**config.mk**
```make
export PLATFORM = sky130hd
export DESIGN_NAME = mfbfr_front
export DESIGN_NICKNAME = d
export VERILOG_FILES = /design/src/mfbfr_pkg.sv /design/src/mfbfr_front.sv
export SDC_FILE = /design/constraint.sdc
export NUM_CORES = 1
export LEC_CHECK = 0
export BUFFER_PORTS_ARGS = -buffer_cell sky130_fd_sc_hd__buf_4
export CORE_MARGIN = 2
export CORE_UTILIZATION = 46
export DETAILED_ROUTE_END_ITERATION = 6
export MAX_ROUTING_LAYER = met4
export PLACE_DENSITY = 0.76
export SETUP_SLACK_MARGIN = 0.1
export SLEW_MARGIN = 20
export SYNTH_ARGS = -nofsm -noshare
export SYNTH_HDL_FRONTEND = slang
export SYNTH_SLANG_ARGS = --single-unit
```
**constraint.sdc**
```tcl
create_clock -name clk -period 4.6 [get_ports clk]
set_input_delay 1.38 -clock clk [delete_from_list [all_inputs] [get_ports clk]]
set_output_delay 1.38 -clock clk [all_outputs]
set_load 0.01 [all_outputs]
```
**src/mfbfr_pkg.sv**
```systemverilog
// Package for the MSB-first bit-field reader: request codes, the classified
// request record passed from the front end to the execution engine, and tables.
// Depends on nothing; every other file of the block but mfbfr_ram imports it.
`default_nettype none
package mfbfr_pkg;

	localparam int LEN_W   = 6;
	localparam int VALUE_W = 33;
	localparam int COUNT_W = 17;

	typedef enum logic [1:0] {
		FN_LOAD   = 2'd0,
		FN_READ   = 2'd1,
		FN_REWIND = 2'd2,
		FN_CLEAR  = 2'd3
	} func_t;

	typedef enum logic [2:0] {
		OP_LOAD,
		OP_READ,
		OP_SKIP,
		OP_REWIND,
		OP_CLEAR
	} op_t;

	typedef struct packed {
		op_t              op;
		logic [7:0]       data;
		logic             last;
		logic [LEN_W-1:0] len;
		logic             sgn;
	} req_t;

	localparam logic [7:0] LOW_MASK [0:8] = '{
		8'h00, 8'h01, 8'h03, 8'h07, 8'h0f, 8'h1f, 8'h3f, 8'h7f, 8'hff
	};

endpackage
`default_nettype wire

```
**src/mfbfr_front.sv**
```systemverilog
// Front end of the bit-field reader: a two-entry request queue that classifies
// each accepted request and saturates its field length.
// Depends on mfbfr_pkg.
`default_nettype none
module mfbfr_front #(
	parameter int MAX_FIELD_BITS = 32
) (
	input  wire logic                         clk,
	input  wire logic                         arst_n,
	input  wire logic                         push,
	output logic                              full,
	input  wire logic [1:0]                   func,
	input  wire logic [7:0]                   data_byte,
	input  wire logic                         last_byte,
	input  wire logic [mfbfr_pkg::LEN_W-1:0]  length,
	input  wire logic                         signed_read,
	output logic                              req_valid,
	output mfbfr_pkg::req_t                   req,
	input  wire logic                         req_take
);
	import mfbfr_pkg::*;

	localparam logic [LEN_W-1:0] MAX_LEN = LEN_W'(MAX_FIELD_BITS);

	req_t       entry_q [0:1];
	logic       wr_ptr_q;
	logic       rd_ptr_q;
	logic [1:0] count_q;
	req_t       req_in;
	logic [LEN_W-1:0] len_sat;
	logic       do_push;
	logic       do_pop;

	always_comb begin
		len_sat = (length > MAX_LEN) ? MAX_LEN : length;
		req_in.data = data_byte;
		req_in.last = last_byte;
		req_in.len  = len_sat;
		req_in.sgn  = signed_read;
		case (func_t'(func))
			FN_LOAD:   req_in.op = OP_LOAD;
			FN_READ:   req_in.op = (len_sat == '0) ? OP_SKIP : OP_READ;
			FN_REWIND: req_in.op = OP_REWIND;
			FN_CLEAR:  req_in.op = OP_CLEAR;
			default:   req_in.op = OP_CLEAR;
		endcase
	end

	assign full      = (count_q == 2'd2);
	assign req_valid = (count_q != 2'd0);
	assign req       = entry_q[rd_ptr_q];
	assign do_push   = push && !full;
	assign do_pop    = req_take && req_valid;

	always_ff @(posedge clk or negedge arst_n) begin
		if (!arst_n) begin
			wr_ptr_q <= 1'b0;
			rd_ptr_q <= 1'b0;
			count_q  <= 2'd0;
		end else begin
			if (do_push) begin
				wr_ptr_q <= !wr_ptr_q;
			end
			if (do_pop) begin
				rd_ptr_q <= !rd_ptr_q;
			end
			if (do_push && !do_pop) begin
				count_q <= count_q + 2'd1;
			end else if (do_pop && !do_push) begin
				count_q <= count_q - 2'd1;
			end
		end
	end

	always_ff @(posedge clk) begin
		if (do_push) begin
			entry_q[wr_ptr_q] <= req_in;
		end
	end

endmodule
`default_nettype wire

```
==> results of run 1 <==
==> flip-flops by register name, indices dropped and copies added, names as in the netlist <==
name / flops
wr_ptr_q: 1
rd_ptr_q: 1
entry_q: 38
count_q: 2
==> final cells by class <==
type | instances | area (sq um) | share of cell area, %
inverter | 2 | 7.51 | 0.363
clock buffer | 6 | 41.3 | 1.99
timing repair buffer | 42 | 315 | 15.2
clock inverter | 2 | 8.76 | 0.423
sequential | 42 | 1240 | 59.9
tap | 46 | 57.6 | 2.78
multi-input combinational | 47 | 399 | 19.3
==> layer usage <==
metal | vias to the layer above | routed length, um | GRT usage, %
met5 | - | 0 | -
met4 | 0 | 46 | 7.18
met3 | 5 | 138 | 3.52
met2 | 25 | 1470 | 27.1
met1 | 437 | 1040 | 15.0
li1 | 434 | - | -
==> critical path, delay by kind of cell (launching register included) <==
family / cells / cell delay [ns]
DFF: 1 / 0.93
muxes: 1 / 0.41
buffers and inverters: 1 / 0.15
==> per-stage QoR <==
step | instances | total power, mW | hold WS, ns | area (sq um) | worst slack [ns]
CTS | 187 | 1.17 | 0.515 | 2070 | 1.37
global placement | 179 | 0.981 | 0.482 | 2020 | 1.77
finish | 187 | 1.15 | 0.511 | 2070 | 1.39
global route | 187 | 1.21 | 0.544 | 2070 | 1.28
floorplan | 94 | 0.814 | 0.460 | 1660 | 1.92
detailed placement | 179 | 0.999 | 0.494 | 2020 | 1.76
==> where the power goes <==
group | leakage [nW] | internal (mW) | switching, mW
clock network | 0.0297 | 0.0575 | 0.109
registers | 0.403 | 0.528 | 0.0641
logic | 0.376 | 0.208 | 0.179
total | 0.809 | 0.793 | 0.352
==> cells by family after synthesis <==
family                     Yosys count  synth area share [%]
DFF                                 42                  74.6
AOI/OAI and AO/OA                    2                 0.601
buffers and inverters                5                  1.58
xor gates and xnor gates             5                  2.63
adders and majority gates            1                 0.752
and+or+nand+nor                     20                  6.99
muxes                               19                  12.9
==> placed cells by master, fill, tap and decap left out, types with 2 or more instances in the layout <==
master / count
sky130_fd_sc_hd__nor2_1: 4
sky130_fd_sc_hd__and3_1: 2
sky130_fd_sc_hd__dfrtp_1: 4
sky130_fd_sc_hd__xnor2_1: 3
sky130_fd_sc_hd__mux2_1: 19
sky130_fd_sc_hd__edfxtp_1: 38
sky130_fd_sc_hd__xor2_1: 2
sky130_fd_sc_hd__inv_1: 2
sky130_fd_sc_hd__nor2b_1: 5
sky130_fd_sc_hd__nand2b_1: 3
sky130_fd_sc_hd__clkbuf_4: 5
sky130_fd_sc_hd__buf_4: 42
==> worst max path at each step <==
stage          depth (start not counted)                 endpoint  slack, ns
5_1_grt                                2                  req[18]       1.28
3_5_place_dp                           2                  req[17]       1.76
3_3_place_gp                           2                  req[16]       1.77
4_1_cts                                2                  req[18]       1.37
6_report                               2                  req[18]       1.39
2_1_floorplan                          2  entry_q[0][0]$_DFFE_PP_       1.92
==> run summary, run 1 <==
The flow ran to the end, and the final reports show no timing, DRC or antenna violations. Maximum number of pins on one net before global-route repair: 21. The die covers 0.00411 sq mm. The number of cells on the worst reg-to-reg path is 3. The total of warnings raised by yosys came out at 0.

The tools report the start point of the critical path as rd_ptr_q$_DFFE_PN0P_. The largest voltage drop on the vdd net came out at 0.306 mV. After floorplanning, the core was sized to cover 0.00342 sq mm.

Traced cell by cell, the critical path runs through mux2_1 -> buf_4. The number of stages on the worst hold path is 1, and the leakage component of the power is 0.809 nW. Number of buffers inserted by port buffering: 42. The area growth from synthesis to final layout is 24.4%, and the antenna diode count is 0. After routing, the total negative slack on setup checks comes to 0 ns. The first detailed-routing pass ran for 4 iterations. The critical path in this run is classified as flop to output port.

The effective utilization at floorplan came out at 48.7%. In this run the most critical hold path is launched from count_q[1]$_DFFE_PN0P_. Buffers inserted during clock tree synthesis total 5.

Data on the critical path arrives at its endpoint at 1.83 ns. The worst stage delay on the critical path was 0.93 ns. The tree is rooted in a sky130_fd_sc_hd__clkbuf_4. In this run, synthesis produced a sequential element count of 42.

The number of hold violations in the final report was 0. The worst hold path endpoint is count_q[1]$_DFFE_PN0P_. The final layout contains routed wiring with a total length of 2.70 mm. 43 I/O pins were placed.

The congestion estimate from routability-driven global placement came to 0.688. TritonCTS built the clock tree. For this design, the CTS-stage hold fixing added 0 buffers. The power per unit of standard cell area is 553 mW/mm^2.

The first global-routing pass estimated 4.37 mm of wire. Buffers inserted during post-CTS setup optimization: 0. The largest total area in the synthesized netlist belongs to sky130_fd_sc_hd__edfxtp_1. The number of global-route vias before repair is 976, and the average footprint of a synthesized cell is 17.7 sq um. The critical-path cell with the highest stage delay was sky130_fd_sc_hd__dfrtp_1. After synthesis, flip-flops and latches occupy 74.6% of the total area. The total global routing overflow is 0. The post-synthesis instance total is 94. Between clock sinks in the finished design, the worst skew comes to 0.00690 ns. Setup violations remaining at the end of the flow were counted as 0.

The detailed placement HPWL is 1.93 mm. For the pin with the worst max-slew slack, the measured transition is 1.01 ns. The end of the worst register-to-register path is entry_q[0][12]$_DFFE_PP_. In this run the worst path has a maximum fanout of 20.

Top cell type's share of synthesized area: 68.6%. STA classifies the critical path startpoint as a flop. The number of synthesized flops with an enable pin is 38, and the post-synth design cell area is 0.00166 sq mm. The startpoint identified for the worst register-to-register timing path is count_q[0]$_DFFE_PN0P_. The floorplan has 21 rows.

For this block, the initial DRC count from the detailed router was 26. After layout, the worst path uses 69.8% of the clock period. The most instantiated library cell after synthesis was sky130_fd_sc_hd__edfxtp_1.

For this run, design rule violations remaining after detail routing come to 0. The H-tree was split into 2 levels. Setup repair after global routing left no endpoint under its margin. Derived from the worst setup path, the maximum achievable clock frequency is 311 MHz. The clock transition time at the flip-flop clock pins of the worst setup and hold paths is 0.11 ns. The share of the core filled with cells is 60.6%, and the CTS sink count is 42.

Ranked by total cell area, the synthesized netlist is headed by sky130_fd_sc_hd__edfxtp_1 (69%), sky130_fd_sc_hd__mux2_1 (13%), sky130_fd_sc_hd__dfrtp_1 (6.0%). After synthesis, the share of flip-flops with an asynchronous set or reset is 9.52%. The relative slew slack came out at 32.9%.

In this run the remaining antenna-violating nets after routing total 0. In the final routed layout, each cell accounts on average for 14.4 um. The setup check on the worst reg-to-reg path leaves a slack of 2.73 ns.

In the synthesized netlist the dominant register cell turns out to be sky130_fd_sc_hd__edfxtp_1. Sorting the synthesized cells by how often they occur yields sky130_fd_sc_hd__edfxtp_1 (38), sky130_fd_sc_hd__mux2_1 (19), sky130_fd_sc_hd__nor2_1 (5), sky130_fd_sc_hd__nor2b_1 (5), sky130_fd_sc_hd__dfrtp_1 (4). The count of final max-slew check failures was 0. Class of the tightest hold or removal check: flop to flop. For the count of max-cap constraint violations, the log shows 0.

The netlist uses 20 different library cells. The worst setup path is captured at an output port. The logs give 0.34 ns for the source-to-sink clock delay at the later pin of the worst-skew pair and 3.22 ns for the worst path required time.

The time the worst path needs with I/O delays and setup was 3.21 ns; the overall die width was 64.1 um. The share of cells above drive strength 1 was 36.2%; the count of vias placed by the detailed router was 901. Gates resized during post-CTS repair numbered 0. The fill cell instance count of the final layout is 283, and the initial antenna violation count is 0. The aggregate global-route resource usage was 14.9%. The number of nets in the layout was 163; the floorplan die height was 64.1 um.

The maximum clock path buffer count was 2; the via-per-instance ratio was 4.82. The synthesized netlist net count came out at 117.
Power figures use the tool's default switching activity.
==> inputs of run 2 (changes only) <==
- PLACE_DENSITY: 0.76 -> 0.79
- clock period: 4.6 -> 2.9 ns (I/O delays scaled with it)
==> run summary, run 2 (synthesis results as in run 1) <==
The clock reaches the later pin of the worst-skew pair after 0.32 ns. The detailed placement HPWL came out at 1.90 mm. In this run the deepest clock path goes through 2 buffers. The tightest min-delay check is of the primary input to async pin type. Routability-driven placement congestion ratio: 0.697.

In the layout the commonest cells are sky130_fd_sc_hd__buf_4 (45), sky130_fd_sc_hd__edfxtp_1 (38), sky130_fd_sc_hd__mux2_1 (19). The post-detailed-routing wire length is 2.57 mm, and the standard-cell row count is 21. The run gives 0 as the number of cells upsized or downsized after cts. The number of design-rule violations left by the first detailed-router iteration came out at 17. Once the clock tree was built, the setup fixing pass inserted 0 buffers. The tools report the CTS buffer count as 5. For the maximum frequency from static timing analysis, the log shows 419 MHz.

The run gives 399 sq um as the area used by multi-input combinational logic. For the pin with the worst max-slew slack, the measured transition is 0.257 ns. The routed length per instance is 13.5 um, and the overall die width is 64.1 um.

By startpoint and endpoint, the worst setup path is classified as flop to output port. In this run, post-CTS hold repair placed 0 buffers. The number of hold violations in the final report was 0; the largest voltage drop on the vdd net was 0.583 mV. For the number of global-route vias before repair, the log shows 983. Ranked by flip-flop count, first place goes to entry_q. The tools report the leakage component of the power as 0.829 nW. For the final setup TNS, the log shows 0 ns. Once the floorplan was initialized, standard cells occupied 48.7% of the core.

The worst path uses 82.4% of the clock period. The CTS H-tree depth is 2. The via-per-instance ratio works out to 4.74. Of all nets on the critical path, the largest fanout is 19.

The worst setup path is launched from a flop. For the area occupied by registers, the log shows 0.00124 sq mm. The initial antenna violation count is 0, and the placeable core region is 0.00342 sq mm. The maximum number of pins on one net before global-route repair was 20. The logs give 2.03 ns for the worst path required time and 0.846 ns for the placement-stage worst setup slack. CTS saw 42 sinks.

The aggregate global-route resource usage was 14.4%; the clock skew was 0.0140 ns. Full die area: 0.00411 sq mm. The startpoint identified for the worst register-to-register timing path is count_q[0]$_DFFE_PN0P_. The number of nets in the layout came out at 166. CTS placed an instance of sky130_fd_sc_hd__clkbuf_4 at the clock tree root. STA classifies the critical path endpoint as an output port.

The run gives 0.315 ns as the worst hold-check slack. The number of top-level design ports is 43, and the final worst setup slack is 0.511 ns. The first-pass GRT wire length was 4.28 mm; the area growth from synthesis to final layout was 26.6%. In this run the tool buffered the top-level ports with 42 buffer cells.

Across the run, the number of max-cap violations was 0. Setup repair after global routing left no endpoint under its margin. The data arrival time of the critical path was 1.52 ns; the final setup violation count was 0. The die is 64.1 um tall. Of the cells placed in the final design, the portion with a size suffix greater than 1 is 38.9%. The post-detailed-route DRC marker count is 0. The time the worst path needs with I/O delays and setup works out to 2.39 ns. The run finished with clean final reports. The tools report the relative slew slack as 82.8%. Measured in cells, the most critical reg-to-reg path has a length of 6. After clock tree synthesis, the clock-pin slew on the worst setup and hold paths is 0.12 ns.

The run gives 900 as the count of vias placed by the detailed router. TritonCTS built the clock tree. The repair_antennas step left the layout with diodes totalling 0.

The fill cell instance count of the final layout is 293. In this run the register-to-register setup slack is 1.39 ns. The count of nets left with antenna violations once routing finished came out at 0. Detailed-router iteration count before antenna repair: 2. For this design the ratio of total power to cell area is 880 mW/mm^2. The tools report the end of the worst register-to-register path as count_q[1]$_DFFE_PN0P_. The largest registers in the layout are entry_q: 38 flops, count_q: 2 flops. The tools report the count of final max-slew check failures as 0. For the total global routing overflow, the log shows 0. Most common cell after layout, fill and taps aside: sky130_fd_sc_hd__buf_4.

The register with the most flip-flops in the layout has 38 of them.
-- run 2: cell count changes in the layout (fill, tap and decap cells not counted), sizes merged --
cell | previous run | this run
clkinvlp | 0 | 1
clkinv | 2 | 1
buf | 42 | 45
-- run 2: power breakdown --
group	total, mW	switching (mW)	internal, mW
Sequential	0.888	0.0520	0.836
Clock	0.284	0.167	0.117
Combinational	0.683	0.334	0.349
-- run 2: metal layers --
metal,GRT usage [%],routed length [um],vias to the layer above
met5,-,0,-
met1,14.2,955,441
met4,5.32,17,0
met3,4.05,103,2
met2,26.8,1490,18
li1,-,-,439
-- run 2: worst max path at each step --
stage	startpoint	endpoint	slack, ns	cells past startpoint
4_1_cts	rd_ptr_q$_DFFE_PN0P_	req[17]	0.46	3
6_report	rd_ptr_q$_DFFE_PN0P_	req[17]	0.51	3
5_1_grt	rd_ptr_q$_DFFE_PN0P_	req[17]	0.41	3
2_1_floorplan	push	entry_q[0][0]$_DFFE_PP_	0.73	2
3_3_place_gp	rd_ptr_q$_DFFE_PN0P_	req[17]	0.88	3
3_5_place_dp	rd_ptr_q$_DFFE_PN0P_	req[17]	0.85	3
-- run 2: critical path, stage by stage (launching register included) --
cell,delay (ns)
sky130_fd_sc_hd__dfrtp_1,0.39
sky130_fd_sc_hd__buf_4,0.28
sky130_fd_sc_hd__mux2_1,0.37
sky130_fd_sc_hd__buf_4,0.15
-- run 2: layout make-up --
class / instances / share of cell area, %
Clock buffer: 6 / 2.43
Clock inverter: 2 / 0.594
Inverter: 2 / 0.356
Multi-Input combinational cell: 47 / 18.9
Sequential cell: 42 / 58.9
Tap cell: 46 / 2.73
Timing Repair Buffer: 45 / 16.0
-- run 2: stage by stage --
stage                     util (%)  instances  power [mW]  area, sq um
final                         61.7        190        1.85         2110
after detailed placement      59.8        182        1.60         2040
after CTS                     61.7        190        1.89         2110
after global routing          61.7        190        1.96         2110
after floorplan                  -         94        1.29         1660
after global placement        59.8        182        1.58         2040
==> inputs of run 3 (changes only) <==
- clock period: 2.9 -> 2.1 ns (I/O delays scaled with it)
==> run summary, run 3 (synthesis results as in run 1) <==
Clock latency on the worst-skew pair, taken at its later pin, is 0.34 ns. The share of cells above drive strength 1 is 40.7%. Before antenna repair, the detailed router went through 4 iterations.

The class of the tightest hold or removal check was primary input to async pin. The run finished with clean final reports. Clock-pin slew was measured on the worst setup and hold paths at 0.11 ns. Across all setup checks in the final design, the least slack found is 0.0389 ns.

The initial antenna violation count came out at 0. The most common cell after layout, fill and taps aside is sky130_fd_sc_hd__buf_4. Subtracting the final worst setup slack from the clock period gives 2.06 ns.

The logs give 1.95 mm for the detailed placement HPWL and 2 for the maximum clock path buffer count. The run gives 0.708 mV as the largest voltage drop on the vdd net. The top cell types in the final layout, fill and taps aside, are sky130_fd_sc_hd__buf_4 (41), sky130_fd_sc_hd__edfxtp_1 (38), sky130_fd_sc_hd__mux2_1 (15). The worst register-to-register path begins at count_q[0]$_DFFE_PN0P_.

The largest registers in the layout are entry_q: 38 flops, count_q: 2 flops. Count of max-cap constraint violations: 0. Along the worst path, the maximum fanout reaches 19. Summed over all cells, the static leakage comes to 0.854 nW. The count of cells in the finished layout, fillers not included, comes to 191. The setup check on the worst reg-to-reg path leaves a slack of 0.56 ns. Kind of start point of the critical path: a flop. The run gives 0 as the count of final max-slew check failures. The worst setup path is of the flop to output port kind. The CTS sink count came out at 42.

Counting the fill cells in the layout gives 266. The final setup violation count was 0. The number of hold violations in the final report came out at 0. For the worst setup path, the data arrival time is 1.43 ns. The routability-driven placement congestion ratio is 0.709, and the power per unit of standard cell area is 1240 mW/mm^2.

The number of global-route vias before repair is 977, and the placement-stage worst setup slack is 0.369 ns. 0 antenna diodes ended up in the layout. The post-detailed-routing wire length is 2.81 mm, and the via-per-instance ratio is 4.80. The worst path required time is 1.47 ns.

Entering global routing, the biggest net connects 20 pins. For this run, the top clock speed supported by timing is 485 MHz. The worst setup path is captured at an output port.

The tools report the end of the worst register-to-register path as count_q[1]$_DFFE_PN0P_. The logs give 0 for the total global routing overflow and 0.00342 sq mm for the placeable core region. After detailed routing, the number of remaining DRC violations is 0.

Clock tree synthesis inserted a total of 5 buffers. After floorplanning, the core was divided into 21 placement rows. The slowest stage of the critical path belongs to the cell sky130_fd_sc_hd__dfrtp_1.

For this configuration, the core starts out at a cell density of 48.7%. The die is 64.1 um wide. The first global-routing pass estimated 4.42 mm of wire.

Setup repair after global routing could not meet its margin everywhere. The detailed router finished its first iteration with 13 violations. For the pin with the worst max-slew slack, the measured transition is 0.252 ns. The H-tree generated during clock tree synthesis spans 2 levels. The detail route stage leaves a number of antenna-violating nets equal to 0. The largest register by flop count was entry_q. Compared with the post-synthesis result, the final layout area differs by 28.8%. Input and output buffers added on the ports amount to 42. CTS placed an instance of sky130_fd_sc_hd__clkbuf_4 at the clock tree root.

The worst stage delay on the critical path works out to 0.42 ns. The number of nets in the layout is 167, and the flip-flop count of the largest register, all copies and words added is 38. Counting cells, the worst reg-to-reg path comes to 7. In this run the tightest slew margin relative to its limit is 83.0%. For this run, the total global-route usage over all layers was measured as 15.1%. Counting tap cells, the placed design contains a total of 182 instances. Traced cell by cell, the critical path runs through buf_12 -> mux2_1 -> buf_4.

The floorplan step defined a die boundary enclosing 0.00411 sq mm. The logs give 0.00648 ns for the clock skew and 43 for the number of top-level design ports. The share of the cycle needed by the critical path after routing is 98.1%. TritonCTS built the clock tree.

The count of vias placed by the detailed router is 916. The routed length per instance is 14.7 um. The floorplan die height is 64.1 um, and the share of the core filled with cells is 62.7%.
==> run 3: cell count changes in the layout (fill, tap and decap cells not counted), moves of 4 or more <==
cell and delta:
sky130_fd_sc_hd__buf_4 -4, sky130_fd_sc_hd__buf_6 +4, sky130_fd_sc_hd__mux2_1 -4, sky130_fd_sc_hd__mux2_4 +4
==> run 3: worst max-delay path by stage <==
stage,cells after the start,start,end
5_1_grt,3,rd_ptr_q$_DFFE_PN0P_,req[14]
4_1_cts,3,rd_ptr_q$_DFFE_PN0P_,req[9]
3_5_place_dp,3,rd_ptr_q$_DFFE_PN0P_,req[16]
2_1_floorplan,2,push,entry_q[0][0]$_DFFE_PP_
6_report,3,rd_ptr_q$_DFFE_PN0P_,req[6]
3_3_place_gp,3,rd_ptr_q$_DFFE_PN0P_,req[17]
==> run 3: cell type report <==
class                      count  area [sq um]  share of cell area [%]
sequential                    42          1240                    57.9
tap                           46          57.6                    2.69
timing repair buffer          46           373                    17.4
multi-input combinational     47           414                    19.3
clock inverter                 2          8.76                   0.409
inverter                       2          7.51                   0.350
clock buffer                   6          41.3                    1.93
==> run 3: power breakdown <==
part | switching, mW | internal [mW]
logic | 0.494 | 0.572
registers | 0.0795 | 1.15
clock network | 0.231 | 0.126
==> run 3: critical path, delay by kind of cell, from the launching register on <==
family   cells  cell delay (ns)
buf+inv      2             0.34
mux          1             0.34
flops        1             0.42
==> run 3: per-layer routing <==
layer  track usage, %  part of all wire, %  vias to the layer above
met5                -                    0                        -
met4             9.31                  2.6                        0
met3             3.70                  4.9                        9
met2             25.4                   53                       25
met1             16.0                   40                      439
li1                 -                    -                      443
==> run 3: timing repair <==
| action | 4_1_cts | 5_1_grt |
|---|---|---|
| gates resized for setup | 7 | 1 |
| hold buffers | 0 | 0 |
| setup buffers | 1 | 0 |
| setup endpoints to repair | 19 | 19 |
| pin swaps | 0 | 0 |
==> run 3: through the flow <==
stage          hold WS (ns)  TNS, ns  cell area, sq um  power [mW]
5_1_grt              0.0414   -0.178              2140        2.80
2_1_floorplan         0.334        0              1660        1.78
3_3_place_gp          0.427        0              2060        2.21
3_5_place_dp          0.430        0              2060        2.25
4_1_cts              0.0456        0              2140        2.69
6_report             0.0607        0              2140        2.66
